`config.mk`:
```
export PLATFORM = sky130hd
export DESIGN_NAME = lct_sat_mul
export DESIGN_NICKNAME = d
export VERILOG_FILES = /design/src/rtl/lct_pkg.sv /design/src/rtl/lct_sat_mul.sv
export SDC_FILE = /design/constraint.sdc
export NUM_CORES = 1
export LEC_CHECK = 0
export BUFFER_PORTS_ARGS = -buffer_cell sky130_fd_sc_hd__buf_2
export CAP_MARGIN = 20
export CORE_UTILIZATION = 35
export DETAILED_ROUTE_END_ITERATION = 16
export GPL_TIMING_DRIVEN = 1
export PLACE_DENSITY = 0.55
export SLEW_MARGIN = 20
export SYNTH_ARGS = -nofsm -noshare
export SYNTH_HDL_FRONTEND = slang
export SYNTH_SLANG_ARGS = --single-unit
```
`constraint.sdc`:
```
create_clock -name vclk -period 6.1
set_input_delay 0 -clock vclk [all_inputs]
set_output_delay 0 -clock vclk [all_outputs]
set_load 0.02 [all_outputs]
```
`src/rtl/lct_pkg.sv`:
```
package lct_pkg;

   // Field widths
   localparam int unsigned SIZE_W     = 32;
   localparam int unsigned WAYS_W     = 11;
   localparam int unsigned KB_W       = 15;
   localparam int unsigned DEC_WAYS_W = 5;
   localparam int unsigned FACTOR_W   = 13;
   localparam int unsigned TYPE_W     = 5;
   localparam int unsigned BYTE_W     = 8;

   // Sequencer states, one-hot
   typedef enum logic [4:0] {
      ST_IDLE  = 5'b00001,
      ST_DESC  = 5'b00010,
      ST_MUL   = 5'b00100,
      ST_MERGE = 5'b01000,
      ST_EMIT  = 5'b10000
   } state_type;

   // Input item modes
   typedef enum logic {
      MODE_DESC = 1'b0,
      MODE_LEAF4 = 1'b1
   } mode_type;

endpackage

```
`src/rtl/lct_sat_mul.sv`:
```
// Shared saturating multiplier: 32-bit operand times a factor of up to 4096,
// clamped to all ones when the product leaves 32 bits.
module lct_sat_mul (
   input  logic [lct_pkg::SIZE_W-1:0]   a_i,
   input  logic [lct_pkg::FACTOR_W-1:0] b_i,
   output logic [lct_pkg::SIZE_W-1:0]   p_o
);

   localparam int unsigned PROD_W = lct_pkg::SIZE_W + lct_pkg::FACTOR_W;

   logic [PROD_W-1:0] prod;

   assign prod = {{lct_pkg::FACTOR_W{1'b0}}, a_i} * {{lct_pkg::SIZE_W{1'b0}}, b_i};
   assign p_o  = (|prod[PROD_W-1:lct_pkg::SIZE_W]) ? '1 : prod[lct_pkg::SIZE_W-1:0];

endmodule
```
After elaboration in Yosys (flattened, before gate mapping) --
Index checks and enable logic that the tools add are counted.
Operators by class: multipliers 1, multiplexer cells 1, reduce and logical (&&, ||, !) cells 1
Operators by type and width (number):
- 32-bit by 13-bit multiplier with 45-bit output | 1
- 32-bit 2-to-1 mux | 1
- 13-bit OR reduction | 1
Word-level totals: register bits 0, input port bits 45, output and inout port bits 32, word-level logic and storage cells 3

Depth between registers and ports, before layout --
Gate-level depths: netlist of the first run.
depth after elaboration 3, gate-level depth with buffers 24, depth with buffers taken out 21

Worst setup path after synthesis of the first run --
Ideal clock, no wire load.
path kind input-to-output, from in a_i[12] (netlist name), to out p_o[30] (netlist name), arrival time 5474 ps, required time 6100 ps, slack 626 ps, stages on the path 22, path buffers 2, cell sequence clkbuf_1 -> and2_1 -> fa_1 -> inv_1 -> fa_1 -> inv_1 -> fa_1 -> fa_1 -> inv_1 -> fa_1 -> inv_1 -> ha_1 -> a21oi_1 -> o211ai_1 -> a221oi_4 -> o21ai_0 -> a32oi_1 -> o21ai_1 -> xor2_1 -> nor4_4 -> buf_2 -> nand3_1
On the way: cells in the longest elaborated chain, start to end 3
Ends and longest elaborated chain:
- start, declared | RTL line lct_sat_mul.sv:4 | input logic [lct_pkg::SIZE_W-1:0] a_i,
- 32-bit by 13-bit multiplier with 45-bit output * | RTL line lct_sat_mul.sv:13 | assign prod = {{lct_pkg::FACTOR_W{1'b0}}, a_i} * {{lct_pkg::SIZE_W{1'b0}}, b_i};
- 13-bit OR reduction | RTL line lct_sat_mul.sv:14 | assign p_o = (|prod[PROD_W-1:lct_pkg::SIZE_W]) ? '1 : prod[lct_pkg::SIZE_W-1:0];
- 32-bit 2-to-1 mux * | RTL line lct_sat_mul.sv:14
- end, declared | RTL line lct_sat_mul.sv:6 | output logic [lct_pkg::SIZE_W-1:0] p_o
Every way passes the cells marked *; elsewhere a longest branch is shown, timed or not.

Worst setup path after layout of the first run --
from in a_i[23] (netlist name), to out p_o[8] (netlist name)
On the way: cells in the longest elaborated chain, start to end 3
Ends and longest elaborated chain (RTL line):
- 32-bit by 13-bit multiplier with 45-bit output | lct_sat_mul.sv:13
- 13-bit OR reduction | lct_sat_mul.sv:14
- 32-bit 2-to-1 mux | lct_sat_mul.sv:14
Every way passes these cells.

==> results.sh, run 1 <==
export IMPL_status="completed"
export IMPL_fin_setup_tns_ps=0
export IMPL_synth_area_top_cells="fa_1 48%, inv_1 11%, and2_1 10%, ha_1 8.2%, nand2_1 6.6%"
export IMPL_nClkBuffers=0
export IMPL_multi_input_area_sq_um=12080
export IMPL_holdPathStages=4
export IMPL_relSlewSlack=0.5415
export IMPL_endpoint_kind="output pin"
export IMPL_period_needed_ps=5910
export IMPL_hold_viol_final=0
export IMPL_cp_max_fo=13
export IMPL_ys_warn_count=0
export IMPL_startpoint_type="input port"
export IMPL_die_area_sq_um=40100
export IMPL_clock_fmax_mhz=169.2
export IMPL_required_ps=6100
export IMPL_seq_cells=0
export IMPL_initial_utilization=0.3551
export IMPL_timing_setup_critical_path_class="input port to output pin"
export IMPL_synth_distinct_cells=57
export IMPL_min_from="a_i[0]"
export IMPL_min_period_over_period=0.9689
export IMPL_grt_pass1_vias=11920
export IMPL_viasPerCell=4.866
export IMPL_drc_errors=0
export IMPL_grt_use_total=0.1853
export IMPL_chipHeight_um=200.2
export IMPL_holdBufCountCts=0
export IMPL_rsz0062_at_grt="yes"
export IMPL_dr_pass1_iters=5
export IMPL_synth_area_leader_cell="fa_1"
export IMPL_dpl_worst_slack_ps=-5.760
export IMPL_vias=10710
export IMPL_routed_wl_met3_um=825
export IMPL_synth_area_sq_um=13750
export IMPL_tightest_slew_ps=687.7
export IMPL_min_to="p_o[0]"
export IMPL_grt_max_degree=33
export IMPL_drv_cap=0
export IMPL_synth_cells_most_frequent="391 x inv_1, 330 x fa_1, 242 x nand2_1, 222 x and2_1, 90 x ha_1"
export IMPL_grt_overflow=0
export IMPL_dp_hpwl_mm=30.06
export IMPL_synth_fp_nets=2098
export IMPL_synth_seq_area_share=0
export IMPL_antenna_found_initial=0
export IMPL_area_delta_synth_final_pct=10.96
export IMPL_die_w_um=200.2
export IMPL_ant_nets=0
export IMPL_dpl_cell_area_sq_um=14760
export IMPL_synth_top_area_frac=0.4803
export IMPL_synth_cells=1633
export IMPL_fillers=4028
export IMPL_final_util=0.3940
export IMPL_m1WireLength_mm=14.93
export IMPL_drive_above_1_share=0.1177
export IMPL_syn_avg_cell_area_sq_um=8.423
export IMPL_antenna_cells=0
export IMPL_core_area_sq_um=38740
export IMPL_regArea_sq_um=0
export IMPL_yosysMostFrequentCell="inv_1"
export IMPL_wirelength_mm=36.50
export IMPL_stdcell_area_sq_um=15260
export IMPL_grt_pass1_wl_mm=60.45
export IMPL_min_path_type="input port to output pin"
export IMPL_final_max_slew_viol_count=0
export IMPL_avgRoutedWirePerCell_um=16.59
export IMPL_io_pins=77
export IMPL_first_iter_violations=447
export IMPL_portBuffers=77
export IMPL_gp_congestion=0.8728
export IMPL_setup_slack_ps=189.6
export IMPL_rows=72
export IMPL_dr_wl_met2_mm=19.96
export IMPL_setup_viol=0
export IMPL_layout_nets=2149
export IMPL_top_layer="met4"
export IMPL_crit_arrival_ps=5910
==> worst max-delay path by stage <==
stage | start | endpoint | cells after the start
after global placement | b_i[7] | p_o[4] | 22
after floorplan | a_i[12] | p_o[30] | 22
after global routing | a_i[7] | p_o[8] | 24
final | a_i[23] | p_o[8] | 24
after detailed placement | b_i[5] | p_o[4] | 21
after CTS | b_i[1] | p_o[4] | 23
==> layer usage <==
layer / vias up / global-route usage
li1: 4893 / -
met1: 5585 / 0.2213
met2: 181 / 0.3658
met3: 46 / 0.005207
met4: 0 / 0.03791
met5: - / 0
==> worst max-delay path, stage by stage <==
cell	delay, ps
clkbuf_4	220
and2_1	230
fa_1	530
inv_1	50
fa_1	470
inv_1	50
fa_2	480
fa_1	550
inv_1	50
fa_1	470
inv_1	60
ha_4	330
nand4_4	150
or4_4	570
o22ai_4	240
o21ai_4	90
xnor2_2	170
o31ai_1	80
buf_4	140
nor4_4	350
buf_4	210
buf_8	150
nand3_2	80
buf_2	170
==> what timing repair did <==
action / 4_1_cts / 5_1_grt
cloned: 0 / 5
resized for setup: 3 / 102
pin swaps: 0 / 23
setup endpoints to repair: 1 / 32
setup buffers: 0 / 9
hold endpoints to repair: 0 / 0
==> kinds of logic (layout without fill, tap and decap cells) <==
group	after synthesis	count (layout)	share of synthesized area
buf+inv	480	529	0.1379
xor+xnor	37	37	0.02356
compound gates	138	138	0.06577
fa+ha+maj	420	420	0.5622
simple gates	558	558	0.2106
==> per-stage QoR <==
stage | hold slack (ps) | cells
3_3_place_gp | 547.3 | 2187
3_5_place_dp | 552.8 | 2187
2_1_floorplan | 262.4 | 1633
5_1_grt | 589.6 | 2200
6_report | 559.8 | 2200
4_1_cts | 553.3 | 2187
==> cell usage in the layout, fill, tap and decap left out, types with 9 or more instances in the layout <==
master    instances
nand2_1         241
ha_1             79
and2_1          221
fa_1            329
a21o_1           10
xor2_1           20
clkbuf_4         13
a21oi_1          44
inv_1           389
buf_6            12
buf_2            49
nand3_2          11
xnor2_1          16
nand4_1           9
nor2_1           24
o21ai_0          19
nand3_1          20
buf_4            56
==> area by class of cell <==
type,instances,area share
tap,518,0.04247
inverter,391,0.09616
multi-input combinational,1153,0.7917
timing repair buffer,138,0.06968
Power of run 1 is left out: the tool's default activity adds up to more than one toggle a clock period on the data nets, which glitch-free logic cannot reach.
==> inputs of run 2 (changes only) <==
--- a/config.mk
+++ b/config.mk
@@ -7,6 +7,7 @@
 export LEC_CHECK = 0
 export BUFFER_PORTS_ARGS = -buffer_cell sky130_fd_sc_hd__buf_2
 export CAP_MARGIN = 20
+export CORE_MARGIN = 3
 export CORE_UTILIZATION = 35
 export DETAILED_ROUTE_END_ITERATION = 16
 export GPL_TIMING_DRIVEN = 1
==> results.sh, run 2 (synthesis gave the netlist of run 1 again) <==
export IMPL_status="completed"
export IMPL_required_ps=6100
export IMPL_final_util=0.3914
export IMPL_grt_max_degree=33
export IMPL_setup_viol=0
export IMPL_busiest_layer="met2"
export IMPL_drive_above_1_share=0.1011
export IMPL_viasPerCell=4.883
export IMPL_dpl_worst_slack_ps=-77.36
export IMPL_portBuffers=77
export IMPL_min_path_type="input port to output pin"
export IMPL_gp_congestion=0.8361
export IMPL_drv_cap=0
export IMPL_crit_start="a_i[22]"
export IMPL_grt_use_total=0.1775
export IMPL_multi_input_area_sq_um=11960
export IMPL_groute_layer_met1_usage=0.2160
export IMPL_cp_max_fo=15
export IMPL_crit_arrival_ps=5850
export IMPL_drc_errors=0
export IMPL_nClkBuffers=0
export IMPL_initial_utilization=0.3601
export IMPL_endpoint_kind="output pin"
export IMPL_regArea_sq_um=0
export IMPL_grt_pass1_wl_mm=59.97
export IMPL_chipHeight_um=204.2
export IMPL_setup_slack_ps=246.3
export IMPL_seq_cells=0
export IMPL_fillers=4021
export IMPL_timing_setup_critical_path_class="input port to output pin"
export IMPL_dr_pass1_iters=4
export IMPL_avgRoutedWirePerCell_um=16.54
export IMPL_antenna_found_initial=0
export IMPL_min_period_over_period=0.9596
export IMPL_layout_nets=2139
export IMPL_core_area_sq_um=38200
export IMPL_rows=71
export IMPL_wirelength_mm=36.11
export IMPL_vias=10660
export IMPL_io_pins=77
export IMPL_period_needed_ps=5854
export IMPL_ant_nets=0
export IMPL_grt_overflow=0
export IMPL_first_iter_violations=379
export IMPL_dp_hpwl_mm=30.15
export IMPL_mostFrequentLayoutCells="391 x inv_1, 329 x fa_1, 242 x nand2_1"
export IMPL_clock_fmax_mhz=170.8
export IMPL_grt_met2_usage=0.3466
export IMPL_die_w_um=204.2
export IMPL_relSlewSlack=0.5093
export IMPL_holdBufCountCts=0
export IMPL_tightest_slew_ps=736.1
export IMPL_antenna_cells=0
export IMPL_final_max_slew_viol_count=0
export IMPL_mostFrequentLayoutCell="inv_1"
export IMPL_hold_viol_final=0
export IMPL_die_area_sq_um=41710
export IMPL_area_delta_synth_final_pct=8.687
export IMPL_use_met3=0.003026
export IMPL_fin_setup_tns_ps=0
export IMPL_worstSetupEndpoint="p_o[28]"
export IMPL_startpoint_type="input port"
export IMPL_grt_pass1_vias=11740
-- run 2: metal layers --
metal | vias to the layer above | part of all wire
met5 | - | 0
met3 | 58 | 0.019
met4 | 0 | 0.029
met2 | 168 | 0.54
li1 | 4878 | -
met1 | 5556 | 0.41
-- run 2: worst min path at each step --
stage	startpoint	endpoint	slack, ps	depth (start not counted)
2_1_floorplan	b_i[0]	p_o[0]	260	3
3_3_place_gp	a_i[0]	p_o[0]	520	4
3_5_place_dp	a_i[0]	p_o[0]	510	4
4_1_cts	a_i[0]	p_o[0]	520	4
5_1_grt	a_i[0]	p_o[0]	560	4
6_report	a_i[0]	p_o[0]	510	4
-- run 2: what timing repair did --
item | CTS | global route
setup buffers | 0 | 4
resized for setup | 8 | 32
pin swaps | 1 | 9
endpoints found under the setup margin | 32 | 32
gates cloned | 0 | 2
-- run 2: area by class of cell --
class,count,area share
inverters,391,0.09818
multi-input cells,1153,0.7998
well taps,511,0.04277
repair buffers,128,0.05926
-- run 2: through the flow --
stage,area [sq um],hold WS (ps),cells
final,14950,511.9,2183
after global routing,14950,556.4,2183
after CTS,14750,515.4,2177
after detailed placement,14730,510.5,2177
after global placement,14730,519.0,2177
after floorplan,13750,262.4,1633
-- run 2: worst max-delay path, cell delays in order --
cell       delay [ps]
clkbuf_4          210
and2_1            220
fa_1              530
inv_1              50
fa_1              470
inv_1              50
fa_1              490
fa_1              600
inv_1              60
fa_1              480
inv_1              40
ha_1              220
a21o_1            220
a21o_1            190
a21oi_2           180
o221ai_1          180
a221o_1           410
nor3_1            220
o31ai_1           140
nor4_4            270
buf_6             160
clkbuf_16         190
nand3_1            70
buf_2             170
Power of run 2 is left out for the same reason.
==> inputs of run 3 (changes only) <==
--- a/config.mk
+++ b/config.mk
@@ -8,10 +8,10 @@
 export BUFFER_PORTS_ARGS = -buffer_cell sky130_fd_sc_hd__buf_2
 export CAP_MARGIN = 20
 export CORE_MARGIN = 3
-export CORE_UTILIZATION = 35
+export CORE_UTILIZATION = 55
 export DETAILED_ROUTE_END_ITERATION = 16
 export GPL_TIMING_DRIVEN = 1
-export PLACE_DENSITY = 0.55
+export PLACE_DENSITY = 0.77
 export SLEW_MARGIN = 20
 export SYNTH_ARGS = -nofsm -noshare
 export SYNTH_HDL_FRONTEND = slang
==> results.sh, run 3 (synthesis gave the netlist of run 1 again) <==
export IMPL_drive_above_1_share=0.09555
export IMPL_grt_use_total=0.2659
export IMPL_initial_utilization=0.5623
export IMPL_period_needed_ps=5974
export IMPL_drc_errors=0
export IMPL_tightest_slew_ps=722.5
export IMPL_clock_fmax_mhz=167.4
export IMPL_dp_hpwl_mm=27.94
export IMPL_final_util=0.5979
export IMPL_stdcell_area_sq_um=14630
export IMPL_min_to="p_o[0]"
export IMPL_gp_congestion=0.9080
export IMPL_fillers=2128
export IMPL_timing_setup_critical_path_class="input port to output pin"
export IMPL_layout_nets=2131
export IMPL_avgRoutedWirePerCell_um=17.27
export IMPL_rows=57
export IMPL_endpoint_kind="output pin"
export IMPL_hold_viol_final=0
export IMPL_fin_setup_tns_ps=0
export IMPL_grt_overflow=0
export IMPL_regArea_sq_um=0
export IMPL_dpl_cell_area_sq_um=14420
export IMPL_stdcell_count=1988
export IMPL_setup_viol=0
export IMPL_mostFrequentLayoutCells="391 x inv_1, 330 x fa_1, 242 x nand2_1"
export IMPL_status="completed"
export IMPL_seq_cells=0
export IMPL_grt_pass1_wl_mm=57.38
export IMPL_antenna_cells=0
export IMPL_core_area_sq_um=24460
export IMPL_nClkBuffers=0
export IMPL_startpoint_type="input port"
export IMPL_portBuffers=77
export IMPL_drv_cap=0
export IMPL_first_iter_violations=633
export IMPL_vias=10950
export IMPL_required_ps=6100
export IMPL_mostFrequentLayoutCell="inv_1"
export IMPL_viasPerCell=5.509
export IMPL_wirelength_mm=34.34
export IMPL_place_inst=1982
export IMPL_antenna_found_initial=0
export IMPL_io_pins=77
export IMPL_min_path_type="input port to output pin"
export IMPL_min_period_over_period=0.9794
export IMPL_relSlewSlack=0.5184
export IMPL_cp_max_fo=24
export IMPL_die_area_sq_um=26940
export IMPL_holdBufCountCts=0
export IMPL_holdPathStages=4
export IMPL_grt_pass1_vias=11980
export IMPL_final_max_slew_viol_count=0
export IMPL_dr_pass1_iters=5
export IMPL_crit_arrival_ps=5970
export IMPL_min_from="a_i[0]"
export IMPL_die_w_um=164.1
export IMPL_ant_nets=0
export IMPL_grt_max_degree=33
export IMPL_area_delta_synth_final_pct=6.340
export IMPL_chipHeight_um=164.1
[run 3: metrics by stage]
stage	setup slack [ps]	hold slack [ps]
final	125.7	519.2
after global routing	-123.1	538.5
after CTS	38.41	514.1
after detailed placement	-28.99	516.7
after global placement	64.36	508.6
after floorplan	625.8	262.4
[run 3: critical path: stages]
cell       delay, ps
buf_4            200
and2_1           200
fa_1             550
inv_1             50
fa_1             540
inv_1             90
fa_1             500
fa_1             610
inv_1             60
fa_1             500
inv_1             50
ha_1             380
nand2_1          140
nor3_1           200
o2111ai_1        290
a21oi_2          280
o211ai_1         150
o41ai_1          110
o211ai_1         210
nor4_4           230
buf_4            190
clkbuf_16        180
nand3_1           70
buf_2            170
[run 3: layout make-up]
cell class         instances  area, sq um  area share
well taps                324        405.4     0.02772
multi-input cells       1153        11950      0.8169
inverters                391         1468      0.1003
repair buffers           120        805.8     0.05509
[run 3: worst max path at each step]
stage               startpoint       to  slack, ps  cells after the start
floorplan              a_i[12]  p_o[30]        630                     22
global placement        b_i[7]  p_o[27]         60                     22
detailed placement      b_i[7]   p_o[2]        -30                     21
CTS                    b_i[10]  p_o[27]         40                     22
global route            b_i[4]  p_o[27]       -120                     23
finish                  b_i[1]  p_o[30]        130                     24
[run 3: metal layers]
metal | track usage | vias to the layer above | routed length, um
met2 | 0.4808 | 446 | 17530
met4 | 0.1180 | 0 | 1803
li1 | - | 4865 | -
met3 | 0.02093 | 120 | 2260
met5 | 0 | - | 0
met1 | 0.3245 | 5521 | 12740
[run 3: timing repair]
item	4_1_cts	5_1_grt
cloned	0	2
pin swaps	0	8
resized for setup	4	37
buffers inserted	0	4
endpoints found under the hold margin	0	0
endpoints found under the setup margin	32	32
Power of run 3 is left out for the same reason.
